`config.mk`:
```
export PLATFORM = sky130hd
export DESIGN_NAME = link_heartbeat_supervisor
export DESIGN_NICKNAME = d
export VERILOG_FILES = /design/src/lhs_pkg.sv /design/src/link_heartbeat_supervisor.sv /design/src/lhs_cfg_regs.sv /design/src/lhs_engine.sv
export SDC_FILE = /design/constraint.sdc
export NUM_CORES = 1
export LEC_CHECK = 0
export BUFFER_PORTS_ARGS = -buffer_cell sky130_fd_sc_hd__buf_2
export CAP_MARGIN = 40
export CELL_PAD_IN_SITES_DETAIL_PLACEMENT = 1
export CELL_PAD_IN_SITES_GLOBAL_PLACEMENT = 1
export CORE_MARGIN = 2
export CORE_UTILIZATION = 45
export DETAILED_ROUTE_END_ITERATION = 8
export PLACE_DENSITY_LB_ADDON = 0.25
export SETUP_SLACK_MARGIN = 0.5
export SYNTH_ARGS = -nofsm -noshare
export SYNTH_HDL_FRONTEND = slang
export SYNTH_HIERARCHICAL = 1
export SYNTH_SLANG_ARGS = --single-unit
```
`constraint.sdc`:
```
create_clock -name clk -period 3.32 [get_ports clk]
set_input_delay 0.664 -clock clk [delete_from_list [all_inputs] [get_ports clk]]
set_output_delay 0.664 -clock clk [all_outputs]
set_load 0.02 [all_outputs]
```
`src/lhs_pkg.sv`:
```
package lhs_pkg;

    localparam int TICK_COUNT_WIDTH = 16;
    localparam int TIMEOUT_WIDTH    = 16;
    localparam int CMP_WIDTH        = (TICK_COUNT_WIDTH > TIMEOUT_WIDTH) ?
                                      TICK_COUNT_WIDTH : TIMEOUT_WIDTH;
    localparam int CFG_INDEX_WIDTH  = 3;

    localparam logic [TIMEOUT_WIDTH-1:0] CLIENT_RECV_TIMEOUT_RST     = 16'd10;
    localparam logic [TIMEOUT_WIDTH-1:0] CLIENT_SHUTDOWN_TIMEOUT_RST = 16'd20;
    localparam logic [TIMEOUT_WIDTH-1:0] CLIENT_SEND_TIMEOUT_RST     = 16'd12;
    localparam logic [TIMEOUT_WIDTH-1:0] SERVER_SEND_TIMEOUT_RST     = 16'd12;
    localparam logic [TIMEOUT_WIDTH-1:0] SERVER_SHUTDOWN_TIMEOUT_RST = 16'd15;

    typedef enum logic [2:0] {
        MODE_TICK       = 3'd0,
        MODE_CTRL_RECV  = 3'd1,
        MODE_DATA_RECV  = 3'd2,
        MODE_TX_DONE    = 3'd3,
        MODE_DISCONNECT = 3'd4
    } mode_t;

    typedef enum logic [1:0] {
        KIND_REQUEST  = 2'd0,
        KIND_RESPONSE = 2'd1,
        KIND_KEEPON   = 2'd2
    } ctrl_kind_t;

    typedef enum logic [1:0] {
        CTL_NONE     = 2'd0,
        CTL_REQUEST  = 2'd1,
        CTL_RESPONSE = 2'd2,
        CTL_KEEPON   = 2'd3
    } ctl_t;

    typedef enum logic [CFG_INDEX_WIDTH-1:0] {
        REG_IS_SERVER               = 3'd0,
        REG_CLIENT_RECV_TIMEOUT     = 3'd1,
        REG_CLIENT_SHUTDOWN_TIMEOUT = 3'd2,
        REG_CLIENT_SEND_TIMEOUT     = 3'd3,
        REG_SERVER_SEND_TIMEOUT     = 3'd4,
        REG_SERVER_SHUTDOWN_TIMEOUT = 3'd5
    } reg_index_t;

    typedef struct packed {
        logic                     is_server;
        logic [TIMEOUT_WIDTH-1:0] client_recv_timeout;
        logic [TIMEOUT_WIDTH-1:0] client_shutdown_timeout;
        logic [TIMEOUT_WIDTH-1:0] client_send_timeout;
        logic [TIMEOUT_WIDTH-1:0] server_send_timeout;
        logic [TIMEOUT_WIDTH-1:0] server_shutdown_timeout;
    } cfg_t;

endpackage

```
`src/link_heartbeat_supervisor.sv`:
```
// Channel   Handshake              Payload
// input     in_valid / in_ready    mode[2:0], control_kind[1:0], link_up
// output    out_valid / out_ready  send_control[1:0], drop_link
// config    cfg_we                 cfg_index[2:0], cfg_data[15:0]
//
// An event is registered on transfer into the input register, and its result is registered into the output register.
// One event is taken per cycle while the output is not stalled; the counters and probe flag update in a single step.
// A stalled result holds in the output register while the next event waits in the input register.
// Reset restores the timeouts to their defaults and clears the counters and probe flag.
module link_heartbeat_supervisor
    import lhs_pkg::*;
(
    input  logic                       clk,
    input  logic                       rst_n,
    input  logic                       cfg_we,
    input  logic [CFG_INDEX_WIDTH-1:0] cfg_index,
    input  logic [TIMEOUT_WIDTH-1:0]   cfg_data,
    input  logic                       in_valid,
    output logic                       in_ready,
    input  logic [2:0]                 mode,
    input  logic [1:0]                 control_kind,
    input  logic                       link_up,
    output logic                       out_valid,
    input  logic                       out_ready,
    output logic [1:0]                 send_control,
    output logic                       drop_link
);

    cfg_t cfg;

    lhs_cfg_regs u_cfg_regs (
        .clk       (clk),
        .rst_n     (rst_n),
        .cfg_we    (cfg_we),
        .cfg_index (cfg_index),
        .cfg_data  (cfg_data),
        .cfg       (cfg)
    );

    lhs_engine u_engine (
        .clk          (clk),
        .rst_n        (rst_n),
        .cfg          (cfg),
        .in_valid     (in_valid),
        .in_ready     (in_ready),
        .mode         (mode),
        .control_kind (control_kind),
        .link_up      (link_up),
        .out_valid    (out_valid),
        .out_ready    (out_ready),
        .send_control (send_control),
        .drop_link    (drop_link)
    );

endmodule

```
`src/lhs_cfg_regs.sv`:
```
module lhs_cfg_regs
    import lhs_pkg::*;
(
    input  logic                       clk,
    input  logic                       rst_n,
    input  logic                       cfg_we,
    input  logic [CFG_INDEX_WIDTH-1:0] cfg_index,
    input  logic [TIMEOUT_WIDTH-1:0]   cfg_data,
    output cfg_t                       cfg
);

    cfg_t cfg_reg;
    cfg_t cfg_next;

    always_comb
    begin
        cfg_next = cfg_reg;
        if (cfg_we)
        begin
            unique case (cfg_index)
                REG_IS_SERVER:               cfg_next.is_server = cfg_data[0];
                REG_CLIENT_RECV_TIMEOUT:     cfg_next.client_recv_timeout = cfg_data;
                REG_CLIENT_SHUTDOWN_TIMEOUT: cfg_next.client_shutdown_timeout = cfg_data;
                REG_CLIENT_SEND_TIMEOUT:     cfg_next.client_send_timeout = cfg_data;
                REG_SERVER_SEND_TIMEOUT:     cfg_next.server_send_timeout = cfg_data;
                REG_SERVER_SHUTDOWN_TIMEOUT: cfg_next.server_shutdown_timeout = cfg_data;
                default:                     cfg_next = cfg_reg;
            endcase
        end
    end

    always_ff @(posedge clk or negedge rst_n)
    begin
        if (!rst_n)
        begin
            cfg_reg.is_server               <= 1'b0;
            cfg_reg.client_recv_timeout     <= CLIENT_RECV_TIMEOUT_RST;
            cfg_reg.client_shutdown_timeout <= CLIENT_SHUTDOWN_TIMEOUT_RST;
            cfg_reg.client_send_timeout     <= CLIENT_SEND_TIMEOUT_RST;
            cfg_reg.server_send_timeout     <= SERVER_SEND_TIMEOUT_RST;
            cfg_reg.server_shutdown_timeout <= SERVER_SHUTDOWN_TIMEOUT_RST;
        end
        else
        begin
            cfg_reg <= cfg_next;
        end
    end

    assign cfg = cfg_reg;

endmodule

```
`src/lhs_engine.sv`:
```
module lhs_engine
    import lhs_pkg::*;
(
    input  logic       clk,
    input  logic       rst_n,
    input  cfg_t       cfg,
    input  logic       in_valid,
    output logic       in_ready,
    input  logic [2:0] mode,
    input  logic [1:0] control_kind,
    input  logic       link_up,
    output logic       out_valid,
    input  logic       out_ready,
    output logic [1:0] send_control,
    output logic       drop_link
);

    localparam logic [TICK_COUNT_WIDTH-1:0] COUNT_MAX = '1;

    logic       in_valid_reg;
    logic       in_valid_next;
    logic [2:0] mode_reg;
    logic [1:0] kind_reg;
    logic       link_reg;

    logic [TICK_COUNT_WIDTH-1:0] recv_ticks_reg;
    logic [TICK_COUNT_WIDTH-1:0] recv_ticks_next;
    logic [TICK_COUNT_WIDTH-1:0] send_ticks_reg;
    logic [TICK_COUNT_WIDTH-1:0] send_ticks_next;
    logic                        probe_reg;
    logic                        probe_next;

    logic                        out_valid_reg;
    logic                        out_valid_next;
    logic [1:0]                  send_reg;
    logic                        drop_reg;

    logic                        advance;
    logic [TICK_COUNT_WIDTH-1:0] recv_inc;
    logic [TICK_COUNT_WIDTH-1:0] send_inc;
    logic [CMP_WIDTH-1:0]        recv_cmp;
    logic [CMP_WIDTH-1:0]        send_cmp;
    logic [1:0]                  send_calc;
    logic                        drop_calc;

    assign advance  = in_valid_reg && (!out_valid_reg || out_ready);
    assign in_ready = !in_valid_reg || advance;

    assign recv_inc = (recv_ticks_reg == COUNT_MAX) ? COUNT_MAX : recv_ticks_reg + 1'b1;
    assign send_inc = (send_ticks_reg == COUNT_MAX) ? COUNT_MAX : send_ticks_reg + 1'b1;
    assign recv_cmp = CMP_WIDTH'(recv_inc);
    assign send_cmp = CMP_WIDTH'(send_inc);

    always_comb
    begin
        recv_ticks_next = recv_ticks_reg;
        send_ticks_next = send_ticks_reg;
        probe_next      = probe_reg;
        send_calc       = CTL_NONE;
        drop_calc       = 1'b0;
        unique case (mode_reg)
            MODE_TICK:
            begin
                if (link_reg)
                begin
                    recv_ticks_next = recv_inc;
                    send_ticks_next = send_inc;
                    if (cfg.is_server)
                    begin
                        if (recv_cmp > CMP_WIDTH'(cfg.server_shutdown_timeout))
                        begin
                            drop_calc = 1'b1;
                        end
                        if (send_cmp > CMP_WIDTH'(cfg.server_send_timeout))
                        begin
                            send_calc = CTL_KEEPON;
                        end
                    end
                    else if (recv_cmp > CMP_WIDTH'(cfg.client_recv_timeout) && !probe_reg)
                    begin
                        send_calc  = CTL_REQUEST;
                        probe_next = 1'b1;
                    end
                    else if (recv_cmp > CMP_WIDTH'(cfg.client_shutdown_timeout))
                    begin
                        drop_calc = 1'b1;
                    end
                    else if (send_cmp > CMP_WIDTH'(cfg.client_send_timeout) && !probe_reg)
                    begin
                        send_calc = CTL_KEEPON;
                    end
                end
            end
            MODE_CTRL_RECV:
            begin
                recv_ticks_next = '0;
                if (kind_reg == KIND_REQUEST)
                begin
                    send_calc = CTL_RESPONSE;
                end
                else if (kind_reg == KIND_RESPONSE)
                begin
                    probe_next = 1'b0;
                end
            end
            MODE_DATA_RECV:
            begin
                recv_ticks_next = '0;
            end
            MODE_TX_DONE:
            begin
                send_ticks_next = '0;
            end
            MODE_DISCONNECT:
            begin
                recv_ticks_next = '0;
                send_ticks_next = '0;
                probe_next      = 1'b0;
            end
            default:
            begin
                probe_next = probe_reg;
            end
        endcase
    end

    always_comb
    begin
        in_valid_next = in_valid_reg;
        if (in_valid && in_ready)
        begin
            in_valid_next = 1'b1;
        end
        else if (advance)
        begin
            in_valid_next = 1'b0;
        end

        out_valid_next = out_valid_reg;
        if (advance)
        begin
            out_valid_next = 1'b1;
        end
        else if (out_ready)
        begin
            out_valid_next = 1'b0;
        end
    end

    always_ff @(posedge clk or negedge rst_n)
    begin
        if (!rst_n)
        begin
            in_valid_reg   <= 1'b0;
            out_valid_reg  <= 1'b0;
            recv_ticks_reg <= '0;
            send_ticks_reg <= '0;
            probe_reg      <= 1'b0;
        end
        else
        begin
            in_valid_reg  <= in_valid_next;
            out_valid_reg <= out_valid_next;
            if (advance)
            begin
                recv_ticks_reg <= recv_ticks_next;
                send_ticks_reg <= send_ticks_next;
                probe_reg      <= probe_next;
            end
        end
    end

    always_ff @(posedge clk)
    begin
        if (in_valid && in_ready)
        begin
            mode_reg <= mode;
            kind_reg <= control_kind;
            link_reg <= link_up;
        end
        if (advance)
        begin
            send_reg <= send_calc;
            drop_reg <= drop_calc;
        end
    end

    assign out_valid    = out_valid_reg;
    assign send_control = send_reg;
    assign drop_link    = drop_reg;

endmodule

```
==> Word-level counts from Yosys, hierarchy flattened <==
Index checks and enable logic that the tools add are counted.
{ "totals": {"ff_bits": 125, "latchBits": 0, "ramBits": 0, "mem_bits_ro": 0, "inputBits": 30, "word_cells": 97, "n_memories": 0} }
{ "classes": {"n_addsub": 2, "multipliers": 0, "n_div": 0, "n_lt_le_gt_ge": 5, "n_eq_ne": 17, "n_shift": 0, "muxes": 28, "n_bitwise": 0, "n_reduce_logical": 29} }
{ "ops": {"columns": ["operator", "count"], "rows": [
  ["16-bit greater-than comparator", 5],
  ["16-bit two-way mux", 4],
  ["16-bit one-hot mux with 2 select lines", 2],
  ["16-bit by 1-bit adder with 16-bit output (second input constant)", 2],
  ["16-bit equality test (second input constant)", 2],
  ["2-bit two-way mux", 7],
  ["2-bit AND reduction", 7],
  ["1-bit two-way mux", 13],
  ["3-bit by 2-bit equality test with 1-bit output (second input constant)", 4],
  ["3-bit equality test (second input constant)", 3],
  ["2-bit nonzero test", 4],
  ["7-bit AND reduction", 1],
  ["3-bit by 1-bit equality test with 1-bit output (second input constant)", 2],
  ["3-bit logical NOT", 2],
  ["2-bit by 1-bit inequality test with 1-bit output (second input constant)", 3],
  ["3-bit AND reduction", 2],
  ["1-bit logical AND", 4],
  ["2-bit inequality test (second input constant)", 2],
  ["2-bit one-hot mux with 2 select lines", 1],
  ["1-bit logical NOT", 3],
  ["1-bit one-hot mux with 3 select lines", 1],
  ["3-bit nonzero test", 1],
  ["3-bit OR reduction", 1],
  ["2-bit by 1-bit equality test with 1-bit output (second input constant)", 1],
  ["other kinds (3)", 4]
]} }

==> Longest topological paths before layout <==
{ "depth": {"word_depth": 10, "depth_mapped": 14, "ltp_nobuf": 14} }

==> Hierarchy <==
Netlist, hierarchy kept.
{ "by_module_without_submodules": {"columns": ["mod", "n_inst", "cells_per_inst", "area_each_um2", "seq_area_each_um2"], "rows": [
  ["lhs_engine", 1, 591, 4732.0, 1146.1],
  ["lhs_cfg_regs", 1, 176, 3211.8, 2042.0]
]} }

==> Least setup slack after synthesis <==
Ideal clock, no wire load.
{ "synth_path": {"kind": "reg-to-reg", "start": "register u_engine.recv_ticks_reg[0]", "end": "register u_engine.drop_reg (netlist: u_engine/drop_link), data pin", "arrival_time_ns": 3.244, "slack_ns": -0.070, "stages_incl_launch_ff": 14, "path_buffers": 0, "period_less_slack_ns": 3.390, "cell_sequence": "dfrtp_1 > ha_1 > nand3_1 > nor2_1 > nand3_1 > nor3_1 > mux2_2 > ha_1 > nand4_1 > nor4_1 > a21boi_0 > o41a_2 > or3b_1 > a21oi_1"} }
{ "synth_between": {"elab_chain_len": 6, "word_cells_on_any_way": 11} }
{ "synth_lines": {"columns": ["element", "line_no", "text"], "rows": [
  ["start: declaration", "lhs_engine.sv:26", "logic [TICK_COUNT_WIDTH-1:0] recv_ticks_reg;"],
  ["start signal: assignment", "lhs_engine.sv:166", "recv_ticks_reg <= recv_ticks_next;"],
  ["16-bit by 1-bit adder with 16-bit output / 16-bit equality test (equally long branches)", "lhs_engine.sv:49", "assign recv_inc = (recv_ticks_reg == COUNT_MAX) ? COUNT_MAX : recv_ticks_reg + 1'b1;"],
  ["16-bit two-way mux (*)", "lhs_engine.sv:49", null],
  ["16-bit greater-than comparator, on equally long branches", "lhs_engine.sv:84, lhs_engine.sv:79", null],
  ["1-bit two-way mux / 1-bit logical AND (equally long branches)", "lhs_engine.sv:84, lhs_engine.sv:79", null],
  ["1-bit two-way mux", "lhs_engine.sv:79", "else if (recv_cmp > CMP_WIDTH'(cfg.client_recv_timeout) && !probe_reg)"],
  ["1-bit two-way mux (*)", "lhs_engine.sv:68", "if (cfg.is_server)"],
  ["end signal: assignment", "lhs_engine.sv:184", "drop_reg <= drop_calc;"],
  ["end: declaration", "lhs_engine.sv:36", "logic drop_reg;"]
]} }
Mark *: on every way between the ends. The rest lies on a longest branch, timed or not.
A chain may end at the register's enable or synchronous reset.

==> Worst setup path after layout <==
{ "layout_path": {"start": "register u_engine.recv_ticks_reg[1]", "end": "register u_engine.drop_reg (netlist: u_engine/drop_link), data pin"} }
Same word-level chain as after synthesis.

==> out/metrics.cfg <==
[placed_design]
portBuffers = 34
gp_congestion = 0.922
dpl.cell_count = 1066
placed_cell_area_um2 = 8930
detailed_place_hpwl_um = 17600

[floorplan]
die_area_um2 = 18700
rows = 48
die_w_um = 137
start_util = 0.459
io_pins = 35
die_h_um = 137
core_um2 = 17300

[finish]
nFillCells = 1838
syn_to_final_growth_pct = 28.8
fin_cells = 1131
fin_nets = 1005
largest_reg_flops = 81
finalInstanceArea_um2 = 10200
layout-drive-gt1-share = 0.396
diodes = 0
post-route-util = 0.591

[power_and_ir_drop]
switchingPower_mw = 1.46
seqPwrFrac = 0.389
p_comb_frac = 0.216
p_int_mw = 3.56
p_leak_nw = 4.96
irDropWorstVdd_mv = 0.440
power_density_nw_per_um2 = 491
clock_power_share = 0.395
swShare = 0.291

[timing]
layout_setup_ws_ps = -90.0
tightestPinTransition_ps = 837
tns_ps = -197
fin_crit_sh = 1.03
hold_slack_ps = 198
period_needed_ps = 3410
fin_skew_ps = 6.99
timing.final.hold_violations = 0
rsz0062_at_grt = yes
max_clock_freq_mhz = 293
finalSetupViolations = 3
maxSlewHeadroom = 0.442
maxSlewViolCount = 0

[run_status]
violations = setup timing
outcome = finished, violations left

[cts]
clk_pin_slew_worst_paths_ps = 60
cts_htree_levels = 4
cts_buffers = 17
root_buffer = clkbuf_16
cts_hold_buf = 0
clock_latency_ps = 420
tritoncts = done
cts_sinks = 125
clk_path_buf_depth = 2

[routing]
drt-total-wl_um = 25700
drc_errors = 0
vias_per_cell = 5.80
ant_nets = 0
drt-pass1-iter-count = 4
drt_iter0_drc = 288
vias = 6557
wl_per_cell_um = 22.7

[worst_setup_path]
critPathRequiredTime_ps = 3600
end_kind = register
worstReg2RegEnd = u_engine/drop_link$_SDFFCE_PN0P_
cp_slowest_stage_delay_ps = 510
cpMostUsedCell = nand4_1
cp_max_fo = 3
r2r_start = u_engine/recv_ticks_reg[1]$_DFFE_PN0P_
critPathSlowestCell = o41a_4
critPathLaunchType = register
reg2reg_slack_ps = -90
path_cells = and4_4, nand4_1, buf_4, nor3_4, xnor2_2, nand2_2, ha_4, nand4_1, nor4_2, a21boi_1, o41a_4, or3b_4, a21oi_2
crit_arrival_ps = 3690
rr_worst_depth = 13
path_class = register to register

[logic_synthesis]
ys_seq_area_frac = 0.401
ys_async_sr_fraction = 0.928
ys_ff_latch = 125
synth_top_cell_by_area = dfrtp_1
synth_cells = 767
ys.flop_type = dfrtp_1
synthTopCellsByArea = dfrtp_1, ha_1, mux2_2
synth_warnings = 6
synth_top_area_share = 0.328
synth-edff-count = 9
synth.distinct_cells = 64
avgSynthCellArea_um2 = 10.4
synth.cell_area_um2 = 7940
synth_fp_nets = 879

[grt]
antenna_found_initial = 0
grt_overflow_total = 0
grt_use_total = 0.283
grt_pass1_vias = 7254
grt_pass1_wl_um = 39600
grt_max_degree = 55

[job]
maxCapViolCount = 0

[min_path]
hold_class = input port to async pin

==> cell type report <==
cell class / instances / area (um^2) / share of cell area
inverter: 91 / 342 / 0.0334
multi-input combinational: 527 / 4840 / 0.474
timing repair buffer: 131 / 941 / 0.0920
clock buffer: 20 / 468 / 0.0457
tap: 225 / 282 / 0.0275
sequential: 125 / 3190 / 0.312
clock inverter: 12 / 159 / 0.0155
==> how the worst max path moves through the flow <==
stage | startpoint | endpoint | slack [ps] | depth (start not counted)
global route | u_engine/recv_ticks_reg[1]$_DFFE_PN0P_ | u_engine/drop_link$_SDFFCE_PN0P_ | -210 | 13
global placement | u_engine/recv_ticks_reg[2]$_DFFE_PN0P_ | u_engine/drop_link$_SDFFCE_PN0P_ | -300 | 10
floorplan | u_engine/recv_ticks_reg[7]$_DFFE_PN0P_ | u_engine/drop_link$_SDFFCE_PN0P_ | 210 | 12
finish | u_engine/recv_ticks_reg[1]$_DFFE_PN0P_ | u_engine/drop_link$_SDFFCE_PN0P_ | -90 | 13
detailed placement | u_engine/recv_ticks_reg[2]$_DFFE_PN0P_ | u_engine/drop_link$_SDFFCE_PN0P_ | -420 | 10
CTS | u_engine/send_ticks_reg[0]$_DFFE_PN0P_ | u_engine/send_control[0]$_DFFE_PP_ | 20 | 14
==> synth_stat cells (all sizes together), types with 2 or more instances <==
cell type and instances:
buf 15, nand2b 8, nor2b 5, clkbuf 9
xor2 6, a21boi 4, o21ai 59, a2111oi 2
inv 91, dfstp 12, a21oi 42, o31a 3
nor3 9, and3 8, a31oi 3, nand2 48
nor4 7, o211ai 2, a21o 16, mux2 83
ha 82, nor2 27, nand3 30, nor4b 2
nand4 16, and4bb 3, dfrtp 104, a22o 20
and2 5, and4 2, xnor2 9, nand3b 2
a211oi 2, edfxtp 9, or3 3, nand4b 2
o31ai 4
==> layout by cell type, fill, tap and decap left out, types with 13 or more instances in the layout <==
master	netlist	routed
dfrtp_1	104	99
buf_4	0	93
inv_1	91	91
ha_1	82	69
mux2_2	62	60
o21ai_0	47	37
buf_2	5	33
nand2_1	48	33
a21oi_1	42	32
nand3_1	30	25
mux2_4	21	23
nor2_1	27	21
a22o_1	20	20
clkbuf_16	0	18
o21ai_1	12	16
a21o_1	16	16
nand4_1	14	14
ha_4	0	13
==> kinds of logic after synthesis <==
logic type,synth area share
adders and majority gates,0.129
xor gates and xnor gates,0.0165
buffers and inverters,0.0662
and+or+nand+nor,0.126
muxes,0.128
AOI/OAI and AO/OA,0.133
DFF,0.401
==> stage by stage <==
stage                     setup slack [ps]  power [mW]
final                                -90.0        5.02
after global routing                  -209        5.24
after CTS                             16.8        4.99
after detailed placement              -420        2.90
after global placement                -296        2.83
after floorplan                        211        2.56
==> routing by layer <==
layer | routed length [um] | up-vias | global-route usage
met1 | 10800 | 3349 | 0.358
met5 | 0 | - | 0
li1 | - | 3003 | -
met3 | 1110 | 53 | 0.0596
met4 | 779 | 0 | 0.0899
met2 | 13000 | 152 | 0.485
==> critical path: cells and delay by family (launching register included) <==
family	cells	cell delay, ps
AOI/OAI and AO/OA	3	790
xor gates and xnor gates	1	150
adders and majority gates	1	260
buffers and inverters	1	220
DFF	1	410
and+or+nand+nor	7	1440
==> power by group through the flow <==
stage | sequential, mW | clock [mW] | combinational (mW)
3_5_place_dp | 1.97 | 0 | 0.934
3_3_place_gp | 1.95 | 0 | 0.873
2_1_floorplan | 1.92 | 0 | 0.639
4_1_cts | 1.95 | 2.01 | 1.03
5_1_grt | 1.98 | 2.08 | 1.18
6_report | 1.95 | 1.98 | 1.08
==> repair_timing <==
action | 4_1_cts | 5_1_grt
resized for setup | 63 | 26
pin swaps | 24 | 21
hold endpoints to repair | 0 | 0
endpoints found under the setup margin | 4 | 4
gates cloned | 0 | 0
buffers inserted | 13 | 19
Power figures use the tool's default switching activity.
